--- src/rtl/hce_pkg.sv ---
// Shared types, constants and helpers for the chunked transfer encoder.
`default_nettype none
package hce_pkg;

  localparam int MAX_CHUNK_BYTES_DEF = 32;
  localparam logic [5:0] LIMIT_RESET = 6'd32;

  localparam logic [7:0] CH_CR   = 8'h0d;
  localparam logic [7:0] CH_LF   = 8'h0a;
  localparam logic [7:0] CH_ZERO = 8'h30;

  typedef enum logic [2:0] {
    SEL_HEXH,
    SEL_HEXL,
    SEL_CR,
    SEL_LF,
    SEL_DATA,
    SEL_ZERO
  } sel_t;

  typedef struct packed {
    logic append;
    logic load;
    sel_t sel;
    logic last;
    logic rd_adv;
    logic rd_clear;
    logic fill_clear;
  } cmd_t;

  typedef struct packed {
    logic slot_free;
    logic fill_ge_lim;
    logic fill_nz;
    logic fill_ge16;
    logic data_last;
  } status_t;

  function automatic logic [7:0] hex_char(input logic [3:0] v);
    logic [7:0] r;
    if (v < 4'd10) begin
      r = 8'h30 + {4'h0, v};
    end else begin
      r = 8'h57 + {4'h0, v};
    end
    return r;
  endfunction

endpackage
`default_nettype wire

--- src/rtl/hce_datapath.sv ---
// Datapath: chunk buffer, fill count, limit register and output register.
`default_nettype none
module hce_datapath #(
  parameter int MAX_CHUNK_BYTES = hce_pkg::MAX_CHUNK_BYTES_DEF
) (
  input  wire logic           clk,
  input  wire logic           rst_n,
  input  wire logic           cfg_we,
  input  wire logic [5:0]     cfg_wdata,
  input  wire logic [7:0]     in_data,
  input  wire logic           in_byte_valid,
  input  wire hce_pkg::cmd_t  cmd,
  output hce_pkg::status_t    status,
  output logic                out_tvalid,
  output logic [7:0]          out_tdata,
  output logic                out_tlast,
  input  wire logic           out_tready
);

  localparam int CW = $clog2(MAX_CHUNK_BYTES + 1);
  localparam int AW = (MAX_CHUNK_BYTES > 1) ? $clog2(MAX_CHUNK_BYTES) : 1;

  logic [7:0]    mem [MAX_CHUNK_BYTES];
  logic [7:0]    rd_q;
  logic [AW-1:0] rd_ptr_r, rd_ptr_nxt;
  logic [CW-1:0] fill_r, fill_nxt;
  logic [5:0]    cfg_r;
  logic [5:0]    lim;
  logic [5:0]    fill6;
  logic [7:0]    fill8;
  logic          full;
  logic          wr_en;
  logic          out_valid_r, out_valid_nxt;
  logic [7:0]    out_data_r, out_byte;
  logic          out_last_r;

  assign full  = (fill_r == CW'(MAX_CHUNK_BYTES));
  assign wr_en = cmd.append && in_byte_valid && !full;
  assign fill6 = 6'(fill_r);
  assign fill8 = 8'(fill_r);

  always_comb begin
    if (cfg_r == 6'd0) begin
      lim = 6'd1;
    end else if (cfg_r > 6'(MAX_CHUNK_BYTES)) begin
      lim = 6'(MAX_CHUNK_BYTES);
    end else begin
      lim = cfg_r;
    end
  end

  always_comb begin
    fill_nxt = fill_r;
    if (cmd.fill_clear) begin
      fill_nxt = '0;
    end else if (wr_en) begin
      fill_nxt = fill_r + CW'(1);
    end
  end

  always_comb begin
    rd_ptr_nxt = rd_ptr_r;
    if (cmd.rd_clear) begin
      rd_ptr_nxt = '0;
    end else if (cmd.rd_adv) begin
      rd_ptr_nxt = rd_ptr_r + AW'(1);
    end
  end

  always_ff @(posedge clk) begin
    if (!rst_n) begin
      cfg_r    <= hce_pkg::LIMIT_RESET;
      fill_r   <= '0;
      rd_ptr_r <= '0;
    end else begin
      if (cfg_we) begin
        cfg_r <= cfg_wdata;
      end
      fill_r   <= fill_nxt;
      rd_ptr_r <= rd_ptr_nxt;
    end
  end

  always_ff @(posedge clk) begin
    if (wr_en) begin
      mem[fill_r[AW-1:0]] <= in_data;
    end
  end

  always_ff @(posedge clk) begin
    rd_q <= mem[rd_ptr_nxt];
  end

  always_comb begin
    unique case (cmd.sel)
      hce_pkg::SEL_HEXH: out_byte = hce_pkg::hex_char(fill8[7:4]);
      hce_pkg::SEL_HEXL: out_byte = hce_pkg::hex_char(fill8[3:0]);
      hce_pkg::SEL_CR:   out_byte = hce_pkg::CH_CR;
      hce_pkg::SEL_LF:   out_byte = hce_pkg::CH_LF;
      hce_pkg::SEL_DATA: out_byte = rd_q;
      hce_pkg::SEL_ZERO: out_byte = hce_pkg::CH_ZERO;
      default:           out_byte = hce_pkg::CH_ZERO;
    endcase
  end

  always_comb begin
    out_valid_nxt = out_valid_r;
    if (cmd.load) begin
      out_valid_nxt = 1'b1;
    end else if (out_tready) begin
      out_valid_nxt = 1'b0;
    end
  end

  always_ff @(posedge clk) begin
    if (!rst_n) begin
      out_valid_r <= 1'b0;
    end else begin
      out_valid_r <= out_valid_nxt;
    end
  end

  always_ff @(posedge clk) begin
    if (cmd.load) begin
      out_data_r <= out_byte;
      out_last_r <= cmd.last;
    end
  end

  assign status.slot_free   = !out_valid_r || out_tready;
  assign status.fill_ge_lim = (fill6 >= lim);
  assign status.fill_nz     = (fill_r != '0);
  assign status.fill_ge16   = (fill8 >= 8'd16);
  assign status.data_last   = ((CW'(rd_ptr_r) + CW'(1)) == fill_r);

  assign out_tvalid = out_valid_r;
  assign out_tdata  = out_data_r;
  assign out_tlast  = out_last_r;

endmodule
`default_nettype wire

--- src/rtl/hce_ctrl.sv ---
// Controller: sequences chunk framing and the last chunk, one request at a time.
`default_nettype none
module hce_ctrl (
  input  wire logic             clk,
  input  wire logic             rst_n,
  input  wire logic             in_tvalid,
  output logic                  in_tready,
  input  wire logic             in_byte_valid,
  input  wire logic             in_batch_end,
  input  wire logic             in_stream_end,
  input  wire hce_pkg::status_t status,
  output hce_pkg::cmd_t         cmd
);

  localparam logic [3:0] S_IDLE   = 4'd0;
  localparam logic [3:0] S_DECIDE = 4'd1;
  localparam logic [3:0] S_HEXH   = 4'd2;
  localparam logic [3:0] S_HEXL   = 4'd3;
  localparam logic [3:0] S_CR1    = 4'd4;
  localparam logic [3:0] S_LF1    = 4'd5;
  localparam logic [3:0] S_DATA   = 4'd6;
  localparam logic [3:0] S_CR2    = 4'd7;
  localparam logic [3:0] S_LF2    = 4'd8;
  localparam logic [3:0] S_Z0     = 4'd9;
  localparam logic [3:0] S_ZCR1   = 4'd10;
  localparam logic [3:0] S_ZLF1   = 4'd11;
  localparam logic [3:0] S_ZCR2   = 4'd12;
  localparam logic [3:0] S_ZLF2   = 4'd13;

  logic [3:0] state_r, state_nxt;
  logic       valid_r, end_r, strm_r;
  logic       accept;
  logic       chunk;

  assign in_tready = (state_r == S_IDLE);
  assign accept    = in_tvalid && in_tready;
  assign chunk     = (valid_r && status.fill_ge_lim) || (end_r && status.fill_nz);

  always_comb begin
    state_nxt      = state_r;
    cmd            = '0;
    cmd.sel        = hce_pkg::SEL_CR;
    cmd.append     = accept;
    unique case (state_r)
      S_IDLE: begin
        if (accept) begin
          state_nxt = S_DECIDE;
        end
      end
      S_DECIDE: begin
        if (chunk) begin
          state_nxt = status.fill_ge16 ? S_HEXH : S_HEXL;
        end else if (strm_r) begin
          state_nxt = S_Z0;
        end else begin
          state_nxt = S_IDLE;
        end
      end
      S_HEXH: begin
        cmd.sel = hce_pkg::SEL_HEXH;
        if (status.slot_free) begin
          cmd.load  = 1'b1;
          state_nxt = S_HEXL;
        end
      end
      S_HEXL: begin
        cmd.sel = hce_pkg::SEL_HEXL;
        if (status.slot_free) begin
          cmd.load  = 1'b1;
          state_nxt = S_CR1;
        end
      end
      S_CR1: begin
        cmd.sel = hce_pkg::SEL_CR;
        if (status.slot_free) begin
          cmd.load  = 1'b1;
          state_nxt = S_LF1;
        end
      end
      S_LF1: begin
        cmd.sel = hce_pkg::SEL_LF;
        if (status.slot_free) begin
          cmd.load  = 1'b1;
          state_nxt = S_DATA;
        end
      end
      S_DATA: begin
        cmd.sel = hce_pkg::SEL_DATA;
        if (status.slot_free) begin
          cmd.load = 1'b1;
          if (status.data_last) begin
            cmd.rd_clear = 1'b1;
            state_nxt    = S_CR2;
          end else begin
            cmd.rd_adv = 1'b1;
          end
        end
      end
      S_CR2: begin
        cmd.sel = hce_pkg::SEL_CR;
        if (status.slot_free) begin
          cmd.load  = 1'b1;
          state_nxt = S_LF2;
        end
      end
      S_LF2: begin
        cmd.sel = hce_pkg::SEL_LF;
        if (status.slot_free) begin
          cmd.load       = 1'b1;
          cmd.last       = !strm_r;
          cmd.fill_clear = 1'b1;
          state_nxt      = strm_r ? S_Z0 : S_IDLE;
        end
      end
      S_Z0: begin
        cmd.sel = hce_pkg::SEL_ZERO;
        if (status.slot_free) begin
          cmd.load  = 1'b1;
          state_nxt = S_ZCR1;
        end
      end
      S_ZCR1: begin
        cmd.sel = hce_pkg::SEL_CR;
        if (status.slot_free) begin
          cmd.load  = 1'b1;
          state_nxt = S_ZLF1;
        end
      end
      S_ZLF1: begin
        cmd.sel = hce_pkg::SEL_LF;
        if (status.slot_free) begin
          cmd.load  = 1'b1;
          state_nxt = S_ZCR2;
        end
      end
      S_ZCR2: begin
        cmd.sel = hce_pkg::SEL_CR;
        if (status.slot_free) begin
          cmd.load  = 1'b1;
          state_nxt = S_ZLF2;
        end
      end
      S_ZLF2: begin
        cmd.sel = hce_pkg::SEL_LF;
        if (status.slot_free) begin
          cmd.load  = 1'b1;
          cmd.last  = 1'b1;
          state_nxt = S_IDLE;
        end
      end
      default: begin
        state_nxt = S_IDLE;
      end
    endcase
  end

  always_ff @(posedge clk) begin
    if (!rst_n) begin
      state_r <= S_IDLE;
      valid_r <= 1'b0;
      end_r   <= 1'b0;
      strm_r  <= 1'b0;
    end else begin
      state_r <= state_nxt;
      if (accept) begin
        valid_r <= in_byte_valid;
        end_r   <= in_batch_end || in_stream_end;
        strm_r  <= in_stream_end;
      end
    end
  end

endmodule
`default_nettype wire

--- src/rtl/http_chunked_encoder.sv ---
// Top level of the HTTP/1.1 chunked transfer encoder.
//
//  channel  | ports              | content
//  ---------+--------------------+------------------------------------------
//  input    | in_tvalid/tready   | tdata: data_byte; tuser: byte_valid,
//           |                    | stream_end; tlast: batch_end
//  output   | out_tvalid/tready  | tdata: out_byte; tlast: run_last
//  config   | cfg_we/cfg_wdata   | max_chunk (6 bits)
//
// One request at a time: accept, a decide state, then one encoded byte per
// cycle from the output register (n data bytes give n+5 or n+6 bytes, the
// last chunk 5 more). The output port's one byte per cycle sets the rate.
// out_tready low holds the sequencer; in_tready is high only while idle.
// rst_n (sync, active low) clears the fill count and sets max_chunk to 32;
// the chunk buffer is not cleared.
`default_nettype none
module http_chunked_encoder #(
  parameter int MAX_CHUNK_BYTES = hce_pkg::MAX_CHUNK_BYTES_DEF
) (
  input  wire logic       clk,
  input  wire logic       rst_n,
  input  wire logic       cfg_we,
  input  wire logic [5:0] cfg_wdata,
  input  wire logic       in_tvalid,
  output logic            in_tready,
  input  wire logic [7:0] in_tdata,   // [7:0] data_byte
  input  wire logic [1:0] in_tuser,   // [0] byte_valid, [1] stream_end
  input  wire logic       in_tlast,   // batch_end
  output logic            out_tvalid,
  input  wire logic       out_tready,
  output logic [7:0]      out_tdata,  // [7:0] out_byte
  output logic            out_tlast   // run_last
);

  hce_pkg::cmd_t    cmd;
  hce_pkg::status_t status;

  hce_ctrl u_ctrl (
    .clk           (clk),
    .rst_n         (rst_n),
    .in_tvalid     (in_tvalid),
    .in_tready     (in_tready),
    .in_byte_valid (in_tuser[0]),
    .in_batch_end  (in_tlast),
    .in_stream_end (in_tuser[1]),
    .status        (status),
    .cmd           (cmd)
  );

  hce_datapath #(
    .MAX_CHUNK_BYTES (MAX_CHUNK_BYTES)
  ) u_dp (
    .clk           (clk),
    .rst_n         (rst_n),
    .cfg_we        (cfg_we),
    .cfg_wdata     (cfg_wdata),
    .in_data       (in_tdata),
    .in_byte_valid (in_tuser[0]),
    .cmd           (cmd),
    .status        (status),
    .out_tvalid    (out_tvalid),
    .out_tdata     (out_tdata),
    .out_tlast     (out_tlast),
    .out_tready    (out_tready)
  );

endmodule
`default_nettype wire

--- config.mk ---
export PLATFORM = sky130hd
export DESIGN_NAME = http_chunked_encoder
export DESIGN_NICKNAME = d
export VERILOG_FILES = /design/src/rtl/hce_pkg.sv /design/src/rtl/hce_datapath.sv /design/src/rtl/hce_ctrl.sv /design/src/rtl/http_chunked_encoder.sv
export SDC_FILE = /design/constraint.sdc
export NUM_CORES = 1
export LEC_CHECK = 0
export BUFFER_PORTS_ARGS = -buffer_cell sky130_fd_sc_hd__buf_2
export CORE_ASPECT_RATIO = 2
export CORE_MARGIN = 3
export CORE_UTILIZATION = 40
export DETAILED_ROUTE_END_ITERATION = 10
export SYNTH_ARGS = -nofsm -noshare
export SYNTH_HDL_FRONTEND = slang
export SYNTH_SLANG_ARGS = --single-unit
--- constraint.sdc ---
create_clock -name clk -period 7.7 [get_ports clk]
set_input_delay 0.77 -clock clk [delete_from_list [all_inputs] [get_ports clk]]
set_output_delay 0.77 -clock clk [all_outputs]
set_load 0.005 [all_outputs]
# Word level (Yosys, flattened, before mapping)
# Memory sizes are Yosys's and may differ from the RTL's. A register that Yosys moved wholly into a read port is not among the register bits.
# Cells that the tools add are included.
# totals
ff_bits	34
latch_bits	0
ramBits	256
rom_bits	0
in_bits	22
output_inout_bits	11
word_cells	115
memories	1
# memory_table
name	words	width	rd	rd_ports_with_merged_regs	wr	line	text
u_dp.mem	32	8	1	1	1	hce_datapath.sv:23	logic [7:0] mem [MAX_CHUNK_BYTES];
# classes
addsub	7
n_mul	0
div_mod_pow	0
n_lt_le_gt_ge	5
eq_ne	33
n_shift	0
n_mux	38
bitwise_logic	1
n_reduce_logical	20
# ops
operator	count
$mux W4	16
$pmux W4 S14	1
$pmux W8 S5	1
$ne A2 B2 Y1 const B	14
$eq A4 B4 Y1 const B	6
$pmux W4 S6	1
$eq A4 B3 Y1 const B	4
$mux W8	2
$reduce_and A14 Y1	1
$mux W6	2
$mux W1	10
$mux W5	2
$add A7 B2 Y8 const A	1
$add A7 B4 Y8 const A	1
$eq A4 B2 Y1 const B	2
$reduce_or A4 Y1	2
$add A6 B2 Y7 const A	1
$add A6 B4 Y7 const A	1
$add A5 B1 Y6 const B	1
$add A6 B1 Y6 const B	1
$eq A3 B2 Y1 const B	2
$eq A6 B6 Y1	1
$eq A6 B6 Y1 const B	1
$ge A6 B5 Y1 const B	1
20 further kinds	29

# Longest topological paths before layout
# Gate-level depths: netlist (run 1).
# logic_depth
depth_word	8
depth_mapped	12
mapped_depth_nobuf	12

# Cells and area by module
# A second synthesis (run 1) with hierarchy kept.
# hier_totals
hier_cells	1307
area_unflattened_um2	14476.4
# by_module_without_submodules
mod	instances	cells_per_inst	area_each_um2	seq_area_each_um2
hce_datapath	1	1226	13898.3	8478.1
hce_ctrl	1	81	578.1	140.1

# Worst setup path before layout (run 1)
# Ideal clock, no wire load.
# synth_path
path_kind	in2reg
startpoint	in out_tready
endpoint	reg u_dp.rd_q[5] (read register of u_dp.mem)
setup_ns	0.134
arrival_time_ns	3.029
required_ns	7.566
path_slack_ns	4.537
cell_stages	11
path_buffers	3
cell_sequence	nand2b_1 -> clkbuf_1 -> nand2_1 -> buf_2 -> buf_2 -> mux2_2 -> a21oi_1 -> o22ai_1 -> o211ai_1 -> o2111ai_1 -> or4_1
# synth_between
elab_chain_len	5
# synth_rtl
item	line	text
start, declared	http_chunked_encoder.sv:30	input wire logic out_tready,
$logic_or A1 B1 Y1 (*)	hce_datapath.sv:130	assign status.slot_free = !out_valid_r || out_tready;
$mux W2 (*)	hce_ctrl.sv:89	if (status.slot_free) begin
$mux W2 (*)	hce_ctrl.sv:44	unique case (state_r)
$mux W5	hce_datapath.sv:65	end else if (cmd.rd_adv) begin
$mux W5 (*)	hce_datapath.sv:63	if (cmd.rd_clear) begin
end, declared	hce_datapath.sv:24	logic [7:0] rd_q;
# Mark *: on every way between the ends. The rest lies on a longest branch, timed or not.
# A chain may end at the register's enable or synchronous reset.

# Worst setup path in the final report (run 1)
# layout_path
startpoint	reg u_ctrl.state_r[2]
endpoint	reg u_dp.rd_q[0] (read register of u_dp.mem)
# layout_between
elab_chain_len	4
# layout_rtl
item	line	text
start, declared	hce_ctrl.sv:30	logic [3:0] state_r, state_nxt;
start signal, assigned	hce_ctrl.sv:164	state_r <= state_nxt;
$eq A4 B3 Y1 (*)	hce_ctrl.sv:44	
$mux W2 (*)	hce_ctrl.sv:44	
$mux W5	hce_datapath.sv:65	
$mux W5 (*)	hce_datapath.sv:63	
# Marked as above.

==> results of run 1 <==
-- cells in the mapped netlist (all sizes together) (15+ instances only) --
cell	n	area [um^2]
mux2	17	191
edfxtp	265	7960
buf	17	87.6
clkbuf	55	206
o21ai	46	234
o211ai	24	180
nand3	24	130
a21boi	15	113
mux2i	28	280
a21oi	91	459
nand2	182	686
nor2	87	329
dfxtp	33	661
nor3	21	110
a22oi	16	120
-- sequential cells by signal, indices dropped and copies added (netlist names) --
register and count:
u_ctrl.end_r 1, u_dp.out_tlast 1, u_dp.rd_ptr_r 5, u_dp.fill6 6, u_ctrl.state_r 4, u_dp.out_tvalid 1, u_dp.out_tdata 8, u_dp.cfg_r 6
u_ctrl.valid_r 1, u_dp.rd_q 8, u_dp.mem 256, u_ctrl.strm_r 1
-- report_power, final --
part           leakage (nW)  switching (mW)  internal [mW]  total, mW
Sequential             2.66          0.0221           1.78       1.80
Clock                 0.427           0.597          0.780       1.38
Combinational          1.83           0.105         0.0421      0.147
Total                  4.91           0.724           2.60       3.32
-- layer usage --
metal  track usage [%]  routed length (um)  vias up
met3              2.50                1960      128
met1              25.2               14900     4708
met4              14.6                3130        0
met5                 0                   0        -
li1                  -                   -     4304
met2              42.8               22600      391
-- worst reg2reg max path, cell delays in order, from the launching register on --
cell,delay [ns]
dfxtp_1,0.78
nand4bb_1,0.29
nor2_2,0.15
buf_4,0.37
xnor2_1,0.19
buf_4,0.25
a21o_1,0.76
a21oi_1,0.10
o311ai_0,1.06
o2111ai_1,0.24
or4_1,0.56
-- per-stage QoR --
stage	hold slack, ns	utilization (%)
6_report	0.432	45.1
5_1_grt	0.423	45.0
4_1_cts	0.426	45.0
3_5_place_dp	0.477	42.4
3_3_place_gp	0.464	42.4
2_1_floorplan	0.450	-
-- final cells by class --
cell class	count	area [um^2]	area share, %
Clock buffer	32	694	4.66
Sequential cell	298	8620	57.9
Tap cell	432	541	3.63
Timing Repair Buffer	51	303	2.03
Antenna cell	1	2.50	0.0168
Multi-Input combinational cell	751	4520	30.3
Clock inverter	16	194	1.30
Inverter	5	18.8	0.126
-- cell families (layout without fill, tap and decap cells) --
kind of cell | Yosys count | after routing | synth area share, %
simple gates | 369 | 369 | 12.2
compound gates | 311 | 311 | 15.7
flops | 298 | 298 | 64.2
buf+inv | 77 | 104 | 2.33
mux | 45 | 45 | 3.51
xor+xnor | 15 | 15 | 1.03
fa+ha+maj | 11 | 11 | 1.03
other cells | 0 | 1 | 0
-- worst paths after layout --
| check | from | endpoint | slack (ns) | cells after the start |
|---|---|---|---|---|
| setup / recovery | u_ctrl.state_r[2] | u_dp.rd_q[0] | 2.82 | 10 |
| hold / removal | cfg_wdata[5] | u_dp.cfg_r[5] | 0.43 | 3 |
| setup reg to reg | u_ctrl.state_r[2] | u_dp.rd_q[0] | 2.82 | 10 |
| hold reg to reg | u_ctrl.valid_r | u_ctrl.valid_r | 0.49 | 2 |
==> impl_metrics.env, run 1 <==
export IMPL_setup_viol=0
export IMPL_outcome="finished clean"
export IMPL_grtUsageTotal_pct=23.3
export IMPL_crit_family="compound AO/OA/AOI/OAI gates"
export IMPL_drt_total_wl_um=42500
export IMPL_hpwlAfterDp_um=28800
export IMPL_cts_sinks=298
export IMPL_synthArstFlopShare_pct=0
export IMPL_clockBufferDepth=3
export IMPL_worst_skew_pair_late_latency_ns=0.55
export IMPL_power_density_mw_per_mm2=223
export IMPL_finClkSkew_ns=0.0142
export IMPL_yosysUniqueCellTypes=68
export IMPL_fin_crit_ns=4.88
export IMPL_n_fill_cell=3000
export IMPL_slew_headroom_pct=14.7
export IMPL_cts_hold_buf=0
export IMPL_start_util_pct=40.6
export IMPL_firstDrtPassIters=6
export IMPL_crit_buf_inv=2
export IMPL_cap_viol_max_count=0
export IMPL_p_leak_nw=4.91
export IMPL_ys_seq_area_share_pct=64.2
export IMPL_worst_ep_arrival_time_ns=5.30
export IMPL_hold_path_class="in2reg"
export IMPL_clk_pin_slew_worst_paths_ns=0.07
export IMPL_tns_ns=0
export IMPL_yosys_warnings=0
export IMPL_core_mm2=0.0330
export IMPL_fp_row_count=94
export IMPL_synthesis_nets=1159
export IMPL_max_freq_mhz=205
export IMPL_hold_viol=0
export IMPL_num_vias=9531
export IMPL_drc=0
export IMPL_worstSetupPathType="reg2reg"
export IMPL_drive_gt1_share_pct=10.9
export IMPL_final_nets=1166
export IMPL_crit_path_start_kind="flip-flop"
export IMPL_ys_flop_type="edfxtp_1"
export IMPL_gr_total_overflow=0
export IMPL_worst_slew_pin_slew_ns=1.27
export IMPL_drt_iter0_markers=1004
export IMPL_synthCells=1126
export IMPL_dp_cells=1537
export IMPL_slowest_stage="o311ai_0"
export IMPL_worst_slack_ns=2.82
export IMPL_crit_top_cell="buf_4"
export IMPL_post_cts_resized=0
export IMPL_grt_max_degree=63
export IMPL_grt_pass1_vias=9494
export IMPL_cp_max_fo=28
export IMPL_rsz0062_at_grt="no"
export IMPL_fin_crit_sh_pct=63.3
export IMPL_die_x_um=136
export IMPL_cts_setup_buffers=0
export IMPL_synth_edf_count=265
export IMPL_avgSynthCellArea_um2=11.9
export IMPL_path_cells="nand4bb_1 -> nor2_2 -> buf_4 -> xnor2_1 -> buf_4 -> a21o_1 -> a21oi_1 -> o311ai_0 -> o2111ai_1 -> or4_1"
export IMPL_cts_made_buffers=26
export IMPL_areaGrowthSynthToFinish_pct=10.9
export IMPL_required_ns=8.12
export IMPL_p_total_mw=3.32
export IMPL_avgRoutedWirePerCell_um=26.8
export IMPL_slowest_delay_ns=1.06
export IMPL_htreeDepth=1
export IMPL_ir_worst_vdd_uv=149
export IMPL_die_h_um=265
export IMPL_dp_slack_ns=2.91
export IMPL_endpoint_kind="flip-flop"
export IMPL_via_per_inst=6.01
export IMPL_fin_area_mm2=0.0149
export IMPL_design_die_area_mm2=0.0359
export IMPL_ys_ff_latch=298
export IMPL_final_common_cell="edfxtp_1"
export IMPL_synthesis_area_mm2=0.0134
export IMPL_mostFrequentLayoutCells="edfxtp_1, nand2_1, a21oi_1"
export IMPL_root_buffer="clkbuf_16"
export IMPL_gp_congestion=0.905
export IMPL_ant_nets=0
export IMPL_io_pins=33
export IMPL_fin_cells=1586
export IMPL_antenna_found_initial=0
export IMPL_post_dp_cell_area_mm2=0.0140
export IMPL_report_final_slew_viol_count=0
export IMPL_portBuffers=32
export IMPL_cts_tree="yes"
export IMPL_grt_pass1_wl_um=62200
No activity file was read; power rests on OpenSTA's default activity.
==> run 2: changes to the inputs <==
- clock period: 7.7 -> 4.3 ns (I/O delays scaled with it)
==> run 2 against run 1 <==
Effect of this change:
- register-to-register slack got worse by 2.6 ns
- sequential power rose by 78%
- non-clock buffer count rose by 59
- die area did not move
==> impl_metrics.env, run 2 (synthesis gave the netlist of run 1 again) <==
export IMPL_ant_nets=0
export IMPL_root_buffer="clkbuf_16"
export IMPL_worst_slack_ns=0.228
export IMPL_r2r_end="u_dp.rd_q[4]"
export IMPL_slew_headroom_pct=28.0
export IMPL_worst_ep_arrival_time_ns=4.49
export IMPL_hold_path_startpoint="cfg_wdata[5]"
export IMPL_cts_setup_buffers=0
export IMPL_finClkSkew_ns=0.0114
export IMPL_tns_ns=0
export IMPL_mostFrequentLayoutCells="edfxtp_1, nand2_1, a21oi_1"
export IMPL_outcome="finished clean"
export IMPL_reg2reg_slack_ns=0.23
export IMPL_htreeDepth=1
export IMPL_num_vias=9688
export IMPL_grtUsageTotal_pct=22.9
export IMPL_required_ns=4.72
export IMPL_hold_path_class="in2reg"
export IMPL_largest_register_ffs=256
export IMPL_die_x_um=136
export IMPL_cp_max_fo=17
export IMPL_worstSetupPathType="reg2reg"
export IMPL_via_per_inst=5.90
export IMPL_core_mm2=0.0330
export IMPL_hpwlAfterDp_um=28900
export IMPL_cts_made_buffers=26
export IMPL_start_util_pct=40.6
export IMPL_areaGrowthSynthToFinish_pct=13.8
export IMPL_grt_pass1_wl_um=61000
export IMPL_clockBufferDepth=3
export IMPL_drc=0
export IMPL_endpoint_kind="flip-flop"
export IMPL_power_density_mw_per_mm2=381
export IMPL_cts_tree="yes"
export IMPL_rsz0062_at_grt="no"
export IMPL_r2r_start="u_dp.rd_ptr_r[1]"
export IMPL_whs_path_depth=3
export IMPL_drt_iter0_markers=866
export IMPL_drive_gt1_share_pct=15.0
export IMPL_grt_max_degree=67
export IMPL_post_cts_resized=0
export IMPL_final_nets=1225
export IMPL_gp_congestion=0.965
export IMPL_clk_pin_slew_worst_paths_ns=0.07
export IMPL_n_fill_cell=3003
export IMPL_fp_row_count=94
export IMPL_path_cells="ha_1 -> xor2_1 -> a211oi_1 -> o211ai_1 -> buf_4 -> o2111ai_1 -> buf_4 -> nand2_1 -> a222oi_1 -> o2111ai_1 -> or4_1"
export IMPL_avgRoutedWirePerCell_um=25.3
export IMPL_firstDrtPassIters=8
export IMPL_antenna_found_initial=1
export IMPL_slowest_delay_ns=0.63
export IMPL_fin_crit_sh_pct=94.7
export IMPL_gr_total_overflow=0
export IMPL_io_pins=33
export IMPL_grt_pass1_vias=9609
export IMPL_crit_path_start_kind="flip-flop"
export IMPL_slowest_stage="a222oi_1"
export IMPL_portBuffers=32
export IMPL_final_common_cell="edfxtp_1"
export IMPL_hold_viol=0
export IMPL_min_to="u_dp.cfg_r[5]"
export IMPL_r2r_cells=11
export IMPL_max_freq_mhz=246
export IMPL_report_final_slew_viol_count=0
export IMPL_dp_slack_ns=0.305
export IMPL_cts_sinks=298
export IMPL_setup_viol=0
export IMPL_cap_viol_max_count=0
export IMPL_die_h_um=265
export IMPL_worst_slew_pin_slew_ns=1.07
export IMPL_drt_total_wl_um=41500
export IMPL_design_die_area_mm2=0.0359
export IMPL_worst_skew_pair_late_latency_ns=0.55
export IMPL_fin_crit_ns=4.07
export IMPL_cts_hold_buf=0
export IMPL_p_leak_nw=5.20
export IMPL_ir_worst_vdd_uv=283
-- run 2: through the flow --
stage	utilization, %	total power, mW	area [um^2]	instances	hold slack [ns]
floorplan	-	3.40	13400	1126	0.450
global placement	43.7	3.55	14400	1596	0.465
detailed placement	43.7	3.56	14400	1596	0.471
CTS	46.2	5.87	15300	1642	0.0801
global route	46.2	5.99	15300	1642	0.0975
finish	46.2	5.82	15300	1643	0.0958
-- run 2: worst max-delay path: cells and delay by family, from the launching register on --
| kind | cells | cell delay [ns] |
|---|---|---|
| AO/OA/AOI/OAI | 5 | 1.54 |
| AND/OR/NAND/NOR | 2 | 0.93 |
| adder cells (fa/ha/maj) | 1 | 0.37 |
| buffers and inverters | 2 | 0.48 |
| XOR/XNOR | 1 | 0.17 |
| flip-flops | 1 | 0.46 |
-- run 2: power by group --
group | switching, mW | internal, mW
sequential | 0.0276 | 3.18
combinational | 0.192 | 0.0878
clock | 1.06 | 1.27
-- run 2: area by class of cell --
class | instances | area (um^2) | share of cell area, %
antenna | 1 | 2.50 | 0.0164
inverter | 5 | 18.8 | 0.123
multi-input combinational | 751 | 4520 | 29.6
clock buffer | 32 | 694 | 4.55
timing repair buffer | 110 | 746 | 4.88
clock inverter | 14 | 133 | 0.868
tap | 432 | 541 | 3.54
sequential | 298 | 8620 | 56.4
-- run 2: how the worst max path moves through the flow --
stage	start	endpoint	slack (ns)	cells past startpoint
finish	u_dp.rd_ptr_r[1]	u_dp.rd_q[4]	0.23	11
global route	u_dp.rd_ptr_r[1]	u_dp.rd_q[4]	0.04	11
CTS	u_dp.rd_ptr_r[1]	u_dp.rd_q[4]	0.25	11
detailed placement	u_dp.rd_ptr_r[1]	u_dp.rd_q[4]	0.30	11
global placement	u_dp.rd_ptr_r[1]	u_dp.rd_q[4]	0.34	11
floorplan	u_dp.rd_ptr_r[0]	u_dp.rd_q[5]	1.21	10
-- run 2: routing by layer --
layer	global-route usage [%]	vias to the layer above	routed length, um
li1	-	4418	-
met1	24.1	4814	14000
met2	43.2	345	22900
met3	2.27	111	1890
met4	13.3	0	2690
met5	0	-	0
